File: src/design/urrb_pkg.sv
// Shared types and constants for the UART receiver with receive ring.
package urrb_pkg;

	localparam int unsigned BitPeriodW = 20;
	localparam int unsigned RingSizeW  = 9;
	localparam int unsigned CfgDataW   = 20;
	localparam int unsigned CfgIndexW  = 2;

	// Configuration register indexes
	typedef enum logic [CfgIndexW-1:0] {
		CFG_BIT_PERIOD  = 2'd0,
		CFG_PARITY_MODE = 2'd1,
		CFG_STOP_BITS   = 2'd2,
		CFG_RING_SIZE   = 2'd3
	} cfg_index_t;

	// Parity mode codes; other codes mean no parity bit
	localparam logic [1:0] PAR_EVEN = 2'd1;
	localparam logic [1:0] PAR_ODD  = 2'd2;

	typedef enum logic [2:0] {
		PH_IDLE,
		PH_DATA,
		PH_PARITY,
		PH_STOPCHK,
		PH_FAILWAIT,
		PH_EXTRA
	} phase_t;

	// Per-tick event from the receiver to the ring and the result stage
	typedef struct packed {
		logic       stored;
		logic       ferr;
		logic [7:0] data;
	} rx_evt_t;

endpackage

File: src/design/urrb_rx.sv
// Receiver state machine: start hunt, data sampling, optional parity bit, stop check, stop wait.
module urrb_rx
	import urrb_pkg::*;
(
	input  logic                  clk,
	input  logic                  arst_n,
	input  logic                  tick,
	input  logic                  rx_level,
	input  logic [BitPeriodW-1:0] bit_period,
	input  logic [1:0]            parity_mode,
	input  logic [1:0]            stop_bits,
	output rx_evt_t               evt
);

	phase_t                phase_q, phase_d;
	logic [BitPeriodW-1:0] timer_q, timer_d;
	logic [3:0]            bit_idx_q, bit_idx_d;
	logic [7:0]            shift_q, shift_d;

	logic [BitPeriodW-1:0] eighth;
	logic [BitPeriodW-1:0] wait_bit;
	logic [BitPeriodW-1:0] wait_eighth;
	logic [3:0]            extra;
	logic                  go_extra;
	logic                  go_idle;

	assign eighth      = bit_period >> 3;
	assign wait_bit    = (bit_period == '0) ? BitPeriodW'(1) : bit_period;
	assign wait_eighth = (eighth == '0) ? BitPeriodW'(1) : eighth;
	assign extra       = (stop_bits > 2'd1) ? ({2'b00, stop_bits} - 4'd1) : 4'd0;

	always_ff @(posedge clk or negedge arst_n) begin
		if (!arst_n) begin
			phase_q   <= PH_IDLE;
			timer_q   <= '0;
			bit_idx_q <= '0;
			shift_q   <= '0;
		end else if (tick) begin
			phase_q   <= phase_d;
			timer_q   <= timer_d;
			bit_idx_q <= bit_idx_d;
			shift_q   <= shift_d;
		end
	end

	always_comb begin
		phase_d    = phase_q;
		timer_d    = timer_q;
		bit_idx_d  = bit_idx_q;
		shift_d    = shift_q;
		go_extra   = 1'b0;
		go_idle    = 1'b0;
		evt.stored = 1'b0;
		evt.ferr   = 1'b0;
		evt.data   = shift_q;

		if (phase_q == PH_IDLE) begin
			go_idle = 1'b1;
		end else if (timer_q > BitPeriodW'(1)) begin
			timer_d = timer_q - BitPeriodW'(1);
		end else begin
			timer_d = '0;
			unique case (phase_q)
				PH_DATA: begin
					shift_d[bit_idx_q[2:0]] = rx_level;
					bit_idx_d = bit_idx_q + 4'd1;
					if (bit_idx_d >= 4'd8) begin
						bit_idx_d = '0;
						phase_d = (parity_mode == PAR_EVEN || parity_mode == PAR_ODD)
							? PH_PARITY : PH_STOPCHK;
					end
					timer_d = wait_bit;
				end
				PH_PARITY: begin
					phase_d   = PH_STOPCHK;
					bit_idx_d = '0;
					timer_d   = wait_bit;
				end
				PH_STOPCHK: begin
					if (rx_level) begin
						evt.stored = 1'b1;
						go_extra   = 1'b1;
					end else begin
						bit_idx_d = bit_idx_q + 4'd1;
						if (bit_idx_d >= 4'd8) begin
							evt.ferr = 1'b1;
							phase_d  = PH_FAILWAIT;
						end
						timer_d = wait_eighth;
					end
				end
				PH_FAILWAIT: begin
					go_extra = 1'b1;
				end
				PH_EXTRA: begin
					if (bit_idx_q > 4'd0) begin
						bit_idx_d = bit_idx_q - 4'd1;
					end
					if (bit_idx_d == 4'd0) begin
						go_idle = 1'b1;
					end else begin
						timer_d = wait_bit;
					end
				end
				default: begin
					go_idle = 1'b1;
				end
			endcase
		end

		// Extra stop bits, if any, then back to hunting
		if (go_extra) begin
			if (extra == 4'd0) begin
				go_idle = 1'b1;
			end else begin
				phase_d   = PH_EXTRA;
				bit_idx_d = extra;
				timer_d   = wait_bit;
			end
		end

		// Hunt: a low line starts the next frame in this same tick
		if (go_idle) begin
			phase_d   = PH_IDLE;
			timer_d   = '0;
			bit_idx_d = '0;
			if (!rx_level) begin
				phase_d = PH_DATA;
				shift_d = '0;
				timer_d = wait_bit;
			end
		end
	end

endmodule

File: src/design/urrb_ring.sv
// Receive ring: byte memory with write and read indexes and fill level.
module urrb_ring
	import urrb_pkg::*;
#(
	parameter int unsigned RING_DEPTH = 256
) (
	input  logic                 clk,
	input  logic                 arst_n,
	input  logic                 tick,
	input  logic                 read_request,
	input  rx_evt_t              evt,
	input  logic [RingSizeW-1:0] ring_size,
	output logic                 pop,
	output logic [7:0]           available,
	output logic [7:0]           rd_data_s1
);

	localparam int unsigned IW = $clog2(RING_DEPTH);
	localparam int unsigned AW = IW + 1;

	logic [7:0]    mem [RING_DEPTH];
	logic [IW-1:0] wr_idx_q;
	logic [IW-1:0] rd_idx_q;
	logic [AW-1:0] size_clip;
	logic [AW-1:0] eff_size;
	logic [AW-1:0] wr_next;
	logic [AW-1:0] rd_next;
	logic [AW:0]   avail_full;

	always_comb begin
		if (32'(ring_size) >= RING_DEPTH) begin
			size_clip = AW'(RING_DEPTH);
		end else begin
			size_clip = AW'(ring_size);
		end
		eff_size = (size_clip == '0) ? AW'(1) : size_clip;
	end

	assign wr_next = {1'b0, wr_idx_q} + AW'(1);
	assign rd_next = {1'b0, rd_idx_q} + AW'(1);

	always_comb begin
		if (wr_idx_q >= rd_idx_q) begin
			avail_full = (AW+1)'(wr_idx_q) - (AW+1)'(rd_idx_q);
		end else begin
			avail_full = (AW+1)'(wr_idx_q) + (AW+1)'(eff_size) - (AW+1)'(rd_idx_q);
		end
	end

	assign available = 8'(avail_full);
	assign pop       = read_request && (avail_full != '0);

	always_ff @(posedge clk or negedge arst_n) begin
		if (!arst_n) begin
			wr_idx_q <= '0;
			rd_idx_q <= '0;
		end else if (tick) begin
			if (evt.stored) begin
				wr_idx_q <= (wr_next >= eff_size) ? '0 : wr_next[IW-1:0];
			end
			if (pop) begin
				rd_idx_q <= (rd_next >= eff_size) ? '0 : rd_next[IW-1:0];
			end
		end
	end

	// Read sees the old entry when the same entry is written in that cycle
	always_ff @(posedge clk) begin
		if (tick && evt.stored) begin
			mem[wr_idx_q] <= evt.data;
		end
		if (tick && pop) begin
			rd_data_s1 <= mem[rd_idx_q];
		end
	end

endmodule

File: src/design/uart_receiver_ring_buffer_unit.sv
// Top level: UART receiver (8N1 by default) with a receive ring and stream ports.
//
// Usage:
//   Each request on the s_axis channel is one clock tick of the serial line:
//   tdata[0] is the sampled receive level, tdata[1] a read request that pops
//   one byte from the ring if any is held. Every request gives exactly one
//   result on m_axis: the popped byte (zero when nothing was popped), a read
//   valid flag, the fill level before the pop, and pulses for a stored byte
//   and for a framing error (stop bit never seen high; byte dropped).
//   Timing of the serial frame counts requests, not clocks.
// Latency and throughput:
//   A result is registered and appears in the cycle after its request is taken.
//   One request per cycle is sustained while results drain: the state machine
//   steps once per request and the ring memory takes one write and one read per
//   cycle, read data registered. A pop and a store in one request see the ring as it was before both.
// Stall:
//   s_axis_tready drops only while a result waits and m_axis_tready is low;
//   the result register, the receiver and the ring then hold.
// Reset:
//   arst_n clears the receiver to start hunting, both ring indexes and the
//   result valid flag, and loads the register defaults. The ring memory is not
//   cleared: bytes are only read after they are written.
module uart_receiver_ring_buffer_unit
	import urrb_pkg::*;
#(
	parameter int unsigned RING_DEPTH = 256
) (
	input  logic                 clk,
	input  logic                 arst_n,
	// Tick requests
	input  logic                 s_axis_tvalid,
	output logic                 s_axis_tready,
	input  logic [7:0]           s_axis_tdata,   // [0] rx_level, [1] read_request
	// Results
	output logic                 m_axis_tvalid,
	input  logic                 m_axis_tready,
	output logic [23:0]          m_axis_tdata,   // [7:0] read_data, [8] read_valid,
	                                             // [16:9] available, [17] byte_stored,
	                                             // [18] framing_error
	// Configuration writes
	input  logic                 cfg_we,
	input  logic [CfgIndexW-1:0] cfg_index,
	input  logic [CfgDataW-1:0]  cfg_data
);

	logic                  tick;
	logic                  rx_level;
	logic                  read_request;

	logic [BitPeriodW-1:0] bit_period_q;
	logic [1:0]            parity_mode_q;
	logic [1:0]            stop_bits_q;
	logic [RingSizeW-1:0]  ring_size_q;

	rx_evt_t               evt;
	logic                  pop;
	logic [7:0]            available;
	logic [7:0]            rd_data_s1;

	logic                  out_valid_q;
	logic                  read_valid_s1;
	logic [7:0]            available_s1;
	logic                  stored_s1;
	logic                  ferr_s1;

	assign rx_level     = s_axis_tdata[0];
	assign read_request = s_axis_tdata[1];

	// Take a new tick whenever the result slot is free or being drained
	assign s_axis_tready = !out_valid_q || m_axis_tready;
	assign tick          = s_axis_tvalid && s_axis_tready;

	// Register writes; the default arm leaves everything alone
	always_ff @(posedge clk or negedge arst_n) begin
		if (!arst_n) begin
			bit_period_q  <= BitPeriodW'(694);
			parity_mode_q <= 2'd0;
			stop_bits_q   <= 2'd1;
			ring_size_q   <= RingSizeW'(256);
		end else if (cfg_we) begin
			unique case (cfg_index_t'(cfg_index))
				CFG_BIT_PERIOD:  bit_period_q  <= cfg_data[BitPeriodW-1:0];
				CFG_PARITY_MODE: parity_mode_q <= cfg_data[1:0];
				CFG_STOP_BITS:   stop_bits_q   <= cfg_data[1:0];
				CFG_RING_SIZE:   ring_size_q   <= cfg_data[RingSizeW-1:0];
				default: ;
			endcase
		end
	end

	urrb_rx u_rx (
		.clk         (clk),
		.arst_n      (arst_n),
		.tick        (tick),
		.rx_level    (rx_level),
		.bit_period  (bit_period_q),
		.parity_mode (parity_mode_q),
		.stop_bits   (stop_bits_q),
		.evt         (evt)
	);

	urrb_ring #(
		.RING_DEPTH (RING_DEPTH)
	) u_ring (
		.clk          (clk),
		.arst_n       (arst_n),
		.tick         (tick),
		.read_request (read_request),
		.evt          (evt),
		.ring_size    (ring_size_q),
		.pop          (pop),
		.available    (available),
		.rd_data_s1   (rd_data_s1)
	);

	// Result register; the popped byte arrives from the memory read register
	always_ff @(posedge clk or negedge arst_n) begin
		if (!arst_n) begin
			out_valid_q <= 1'b0;
		end else if (s_axis_tready) begin
			out_valid_q <= s_axis_tvalid;
		end
	end

	always_ff @(posedge clk) begin
		if (tick) begin
			read_valid_s1 <= pop;
			available_s1  <= available;
			stored_s1     <= evt.stored;
			ferr_s1       <= evt.ferr;
		end
	end

	assign m_axis_tvalid = out_valid_q;
	assign m_axis_tdata  = {5'b00000, ferr_s1, stored_s1, available_s1, read_valid_s1,
		read_valid_s1 ? rd_data_s1 : 8'h00};

endmodule

File: config.mk
export PLATFORM = sky130hd
export DESIGN_NAME = uart_receiver_ring_buffer_unit
export DESIGN_NICKNAME = d
export VERILOG_FILES = /design/src/design/urrb_pkg.sv /design/src/design/urrb_rx.sv /design/src/design/urrb_ring.sv /design/src/design/uart_receiver_ring_buffer_unit.sv
export SDC_FILE = /design/constraint.sdc
export NUM_CORES = 2
export LEC_CHECK = 0
export BUFFER_PORTS_ARGS = -buffer_cell sky130_fd_sc_hd__buf_2
export CORE_ASPECT_RATIO = 2
export CORE_MARGIN = 2
export CORE_UTILIZATION = 60
export DETAILED_ROUTE_END_ITERATION = 10
export GPL_TIMING_DRIVEN = 0
export PLACE_DENSITY = 0.76
export REMOVE_ABC_BUFFERS = 1
export SYNTH_ARGS = -nofsm -noshare
export SYNTH_HDL_FRONTEND = slang
export SYNTH_SLANG_ARGS = --single-unit
File: constraint.sdc
create_clock -name clk -period 11.95 [get_ports clk]
set_clock_uncertainty 0.05 [all_clocks]
set_input_delay 1.195 -clock clk [delete_from_list [all_inputs] [get_ports clk]]
set_output_delay 1.195 -clock clk [all_outputs]
set_load 0.005 [all_outputs]
Yosys cells after proc, flatten, opt, wreduce, memory -nomap -nowiden
Memory sizes are Yosys's and may differ from the RTL's. A register that Yosys moved wholly into a read port is not among the register bits. Cells that the tools add are included.

Muxes and demuxes: 66. Order comparisons: 10. Equal/unequal tests: 10. Bitwise gates (word level): 1. Add/sub/neg operators: 9. Reductions and logical operators: 25.

Operators with widths (number): 20-bit 2-to-1 mux (9); 8-bit 2-to-1 mux (8); 20-bit case mux with 3 select lines (1); 4-bit 2-to-1 mux (12); 20-bit logical NOT (2); 3-bit 2-to-1 mux (8); 20-bit by 1-bit greater-than comparator with 1-bit output (second input constant) (1); 20-bit by 1-bit subtractor with 20-bit output (second input constant) (1); 8-bit by 1-bit adder with 9-bit output (second input constant) (2); 9-bit >= comparator (2); 9-bit 2-to-1 mux (2); 17-bit 2-to-1 mux (1); 4-bit case mux with 4 select lines (1); 1-bit 2-to-1 mux (15); 2-bit AND reduction (6); 8-bit by 9-bit adder with 10-bit output (1); 10-bit 2-to-1 mux (1); 10-bit nonzero test (1); 10-bit by 8-bit subtractor with 10-bit output (1); 9-bit >= comparator (second input constant) (1); 9-bit logical NOT (1); 3-bit case mux with 3 select lines (1); 8-bit by 8-bit subtractor with 9-bit output (1); 8-bit bitwise mux (1); 26 further kinds (41).

Output and inout port bits: 26. Input bits: 35. Memories: 1. Memory bits (writable): 2048. Bits in registers: 96.

Memory list: u_ring.mem (depth 256, bits a word 8, rd ports 1, clocked after Yosys merged registers in 1, wr ports 1, line urrb_ring.sv:21) `logic [7:0] mem [RING_DEPTH];`.

Longest topological paths before layout
Depth after elaboration: 13. Mapped depth: 17. Depth with buffers taken out: 14.

Hierarchy
Synthesis repeated with hierarchy kept, for this count alone.

Cell total of the unflattened synthesis: 4415. Area total of the unflattened synthesis: 87144.8 um^2.

Modules (own cells, without submodules): urrb_ring (area an instance 82270.2 um^2, cells an instance 3914, instances 1); urrb_rx (area an instance 3113.0 um^2, cells an instance 397, instances 1); uart_receiver_ring_buffer_unit (area an instance 1761.7 um^2, cells an instance 104, instances 1).

Least setup slack after synthesis
OpenSTA, ideal clock, no wires.

Path kind: register to register. From: register u_ring.rd_idx_q[3]. To: register u_ring.rd_data_s1[0], read port of u_ring.mem, enable pin. Stages on the path, launching flop included: 14. Arrival time: 4.132 ns. Buffers on the path: 3. Path slack: 7.470 ns. Path through: dfrtp_1 > inv_2 > clkbuf_1 > buf_2 > clkbuf_1 > fa_1 > ha_1 > nand3_1 > o211a_1 > a21oi_1 > mux2_2 > a32o_1 > o21ai_1 > inv_1.

Word-level cells in the longest chain between the ends: 5.

Ends and longest elaborated chain: from (decl) (line urrb_ring.sv:23) `logic [IW-1:0] rd_idx_q;`; from (signal assigned) (line urrb_ring.sv:62) `rd_idx_q <= (rd_next >= eff_size) ? '0 : rd_next[IW-1:0];`; 10-bit by 8-bit subtractor with 10-bit output (tied with other cells) (line urrb_ring.sv:46) `avail_full = (AW+1)'(wr_idx_q) + (AW+1)'(eff_size) - (AW+1)'(rd_idx_q);`; 10-bit 2-to-1 mux (line urrb_ring.sv:43) `if (wr_idx_q >= rd_idx_q) begin`; 10-bit nonzero test (line urrb_ring.sv:51) `assign pop = read_request && (avail_full != '0);`; 1-bit logical AND (line urrb_ring.sv:51); 1-bit logical AND (line urrb_ring.sv:72) `if (tick && pop) begin`; to (decl) (line urrb_ring.sv:15) `output logic [7:0] rd_data_s1`.

Parallel ways exist; a longest one is shown, timed or not. A chain may end at the register's enable or synchronous reset.

Final worst setup path
From: input port m_axis_tready. To: memory u_ring.mem[115][7], enable pin.

Word-level cells in the longest chain between the ends: 5.

Ends and longest elaborated chain: from (decl) (line uart_receiver_ring_buffer_unit.sv:36) `input logic m_axis_tready,`; 1-bit logical OR (line uart_receiver_ring_buffer_unit.sv:70) `assign s_axis_tready = !out_valid_q || m_axis_tready;`; 1-bit logical AND (line uart_receiver_ring_buffer_unit.sv:71) `assign tick = s_axis_tvalid && s_axis_tready;`; 1-bit logical AND (line urrb_ring.sv:69) `if (tick && evt.stored) begin`; 1-bit 2-to-1 mux (line urrb_ring.sv:69); 1-bit 2-to-1 mux (not written as such) (line urrb_ring.sv:70) `mem[wr_idx_q] <= evt.data;`; to (decl) (line urrb_ring.sv:21).

Every way passes these cells.

==> metrics.md <==
| Metric | Value |
|---|---|
| Synth Register Bits | `2152` |
| Slowest CP cell | `inv_2` |
| Initial antenna violation count | `5` |
| GP Congestion | `0.908` |
| H-tree Lvls | `4` |
| Num ports | `61` |
| Hold Path Class | `in2async` |
| Async SR Flop Fraction | `slightly below 4%` |
| Antenna viol nets, final | `0` |
| Commonest non-fill, non-tap cell in the layout | `edfxtp_1` |
| First-pass GRT wire length | `310000 um` |
| CP Capture Type | `flip-flop` |
| Setup TNS | `0 ns` |
| Number of flops mapped to enable cells by yosys | `between 2000 and 2500` |
| Final setup violating endpoints | `0` |
| Top_reg_cell synth | `edfxtp_1` |
| Hpwl dp | `around 130000 um` |
| Area after DPL | `about 0.089 sq mm` |
| CTS max path bufs | `4` |
| Clock root buffer | `clkbuf_16` |
| Reg clk slew, reported paths | `0.07 ns` |
| Die span in y | `around 540 um` |
| Layout cells sized above 1 | `approximately a quarter` |
| Synthesized area | `0.0859 sq mm` |
| Placeable Area | `between 0.1 and 0.15 sq mm` |
| Buffer count from post-CTS setup fixing | `0` |
| Vias | `42949` |
| Max Cap Viol | `0` |
| WP data required | `~12 ns` |
| Num rows | `between 150 and 200` |
| DRC | `0` |
| Post-CTS sizing | `0` |
| Post-Synthesis Cells | `about 4000` |
| Ys Warns | `0` |
| CTS Sinks | `between 2000 and 2500` |
| Fin nets | `between 4000 and 5000` |
| Pwr Density | `around 180 mW/mm^2` |
| Leakage | `approximately 0.028 uW` |
| Total Routing Usage GR | `between 20 and 30%` |
| Fmax | `roughly 180 MHz` |
| Final period util | `approximately 47%` |
| Top cell by count, worst path | `nand2_1` |
| Commonest non-fill, non-tap cells in the layout | `edfxtp_1 (2067), mux4_2 (624), nor2_1 (321)` |
| Synth cell types | `79` |
| Status | `finished clean` |
| Final hold violations | `0` |
| Seq/Total Area, Yosys | `between 70% and 80%` |
| Quantity of I/O buffers inserted on ports | `just under 50` |
| Cts hold-fix bufs | `0` |
| Pin count of the biggest net entering global routing | `roughly 110` |
| Slew HR | `between 1.5 and 2%` |
| DR vias/cell | `6.94` |
| DR iter-0 viols | `roughly 5500` |
| Critical path class | `in2reg` |
| Drt wl/cell | `34.4 um` |
| TritonRoute pass-1 iters | `9` |
| Overflow after GRT | `0` |
| Initial Util | `approximately 60%` |
| Slew Limit Fails | `0` |
| Worst IR drop on VDD | `approximately 0.21 mV` |
| Area Overhead vs Synth | `10.2%` |
| Number of global-route vias before repair | `roughly 45000` |
| TritonCTS clock tree | `yes` |
| Crit path launch type | `primary input` |
| Mapped Avg Cell Area | `roughly 21 sq um` |
| Crit-path max FO | `36` |
| Die ar. | `~0.15 sq mm` |
| Final Non-Filler Cells | `around 6200` |
| RSZ-0062 raised after global routing | `false` |
| Slew at the pin closest to its max-slew limit | `roughly 1.5 ns` |
| Arrival time worst endpoint | `around 5.9 ns` |
| Tmin final | `roughly 5.6 ns` |
| Total placed cells including tap cells | `~5900` |
| Design area | `roughly 0.095 sq mm` |
| Routed WL | `approximately 210000 um` |
| CP cell instances | `buf_2 -> nand2b_1 -> nand2_1 -> inv_2 -> nand2_1 -> nor3_1 -> nand2_2 -> buf_12 -> nor2_1` |
| Die Width | `272 um` |
| Clock Latency Late Sink | `roughly 0.84 ns` |
| Max stage delay on crit path | `0.91 ns` |
| CTS Buf Count | `between 150 and 200` |
==> cells in the mapped netlist, types with 18 or more instances <==
library cell  count  area, sq um
a21oi_1          77          385
o21ai_0          58          290
dfrtp_1          77         1930
buf_2            45          225
xnor2_1          27          236
edfxtp_1       2067        62100
mux2i_1          35          350
a211oi_1         18          135
nand3_1          29          145
inv_1            35          131
buf_1            30          113
nor3_1           33          165
a22oi_1          48          360
mux2_2           36          405
mux4_2          624        14100
ha_1             43          538
clkbuf_1        153          574
nor2_1          325         1220
nand2_1          90          338
==> sequential cells by signal, indices dropped and copies added, names as in the netlist, 3 cells and up <==
register	cells
u_rx.shift_q	8
u_rx.phase_q	3
ring_size_q	9
bit_period_q	20
u_ring.rd_data_s1	8
u_ring.rd_idx_q	8
available_s1	8
u_rx.bit_idx_q	4
u_ring.mem	2048
u_rx.timer_q	20
u_ring.wr_idx_q	8
==> cell families after synthesis <==
| family | synth area share (%) |
|---|---|
| flops | 74.7 |
| mux | 17.2 |
| simple gates | 3.05 |
| compound gates | 2.46 |
| buf+inv | 1.34 |
| fa+ha+maj | 0.836 |
| xor+xnor | 0.377 |
| other cells | 0.00436 |
==> routing by layer <==
layer  vias to the layer above  global-route usage, %  part of all wire (%)
met5                         -                      0                 0.032
met4                        10                   18.5                   7.6
met3                       712                   4.29                   7.8
met2                      2749                   52.1                    53
met1                     22332                   33.6                    31
li1                      17146                      -                     -
==> critical path: cells and delay by family <==
kind / cells / cell delay, ns
simple gates: 6 / 3.37
buf+inv: 3 / 1.32
==> area by class of cell <==
type                            count  area [sq um]
Clock inverter                     93           724
Tap cell                         1881          2350
Clock buffer                      211          4610
Sequential cell                  2152         64200
Fill cell                        8475         47700
Timing Repair Buffer              119          1970
Inverter                           38           150
Multi-Input combinational cell   1692         20700
Antenna cell                        2          5.00
==> metrics by stage <==
stage / power (uW) / hold slack [ns] / setup WS [ns] / util (%)
after floorplan: 11000 / 0.430 / -11.52 / -
after global placement: 11700 / 0.440 / -20.57 / 61.5
after detailed placement: 11500 / 0.448 / 5.64 / 62.7
after CTS: 16900 / 0.164 / 6.54 / 66.5
after global routing: 17300 / 0.186 / 6.12 / 66.5
final: 16900 / 0.189 / 6.38 / 66.5
==> report_power, final <==
group / switching, uW / total, uW / internal [uW]
sequential: 141 / 8390 / 8250
clock: 2590 / 5580 / 2980
combinational: 1620 / 2930 / 1310
total: 4350 / 16900 / 12500
==> worst paths after layout <==
kind / from / endpoint / slack (ns) / cells after the start
hold reg to reg: bit_period_q[0] / bit_period_q[0] / 0.46 / 1
max in group asynchronous: arst_n / bit_period_q[9] / 10.95 / 2
setup reg to reg: m_axis_tvalid / u_ring.mem[115][7] / 6.48 / 8
min in group clk: bit_period_q[0] / bit_period_q[0] / 0.46 / 1
hold / removal: arst_n / stop_bits_q[1] / 0.19 / 1
setup / recovery: m_axis_tready / u_ring.mem[115][7] / 6.38 / 9
(Power assumes the default switching activity.)
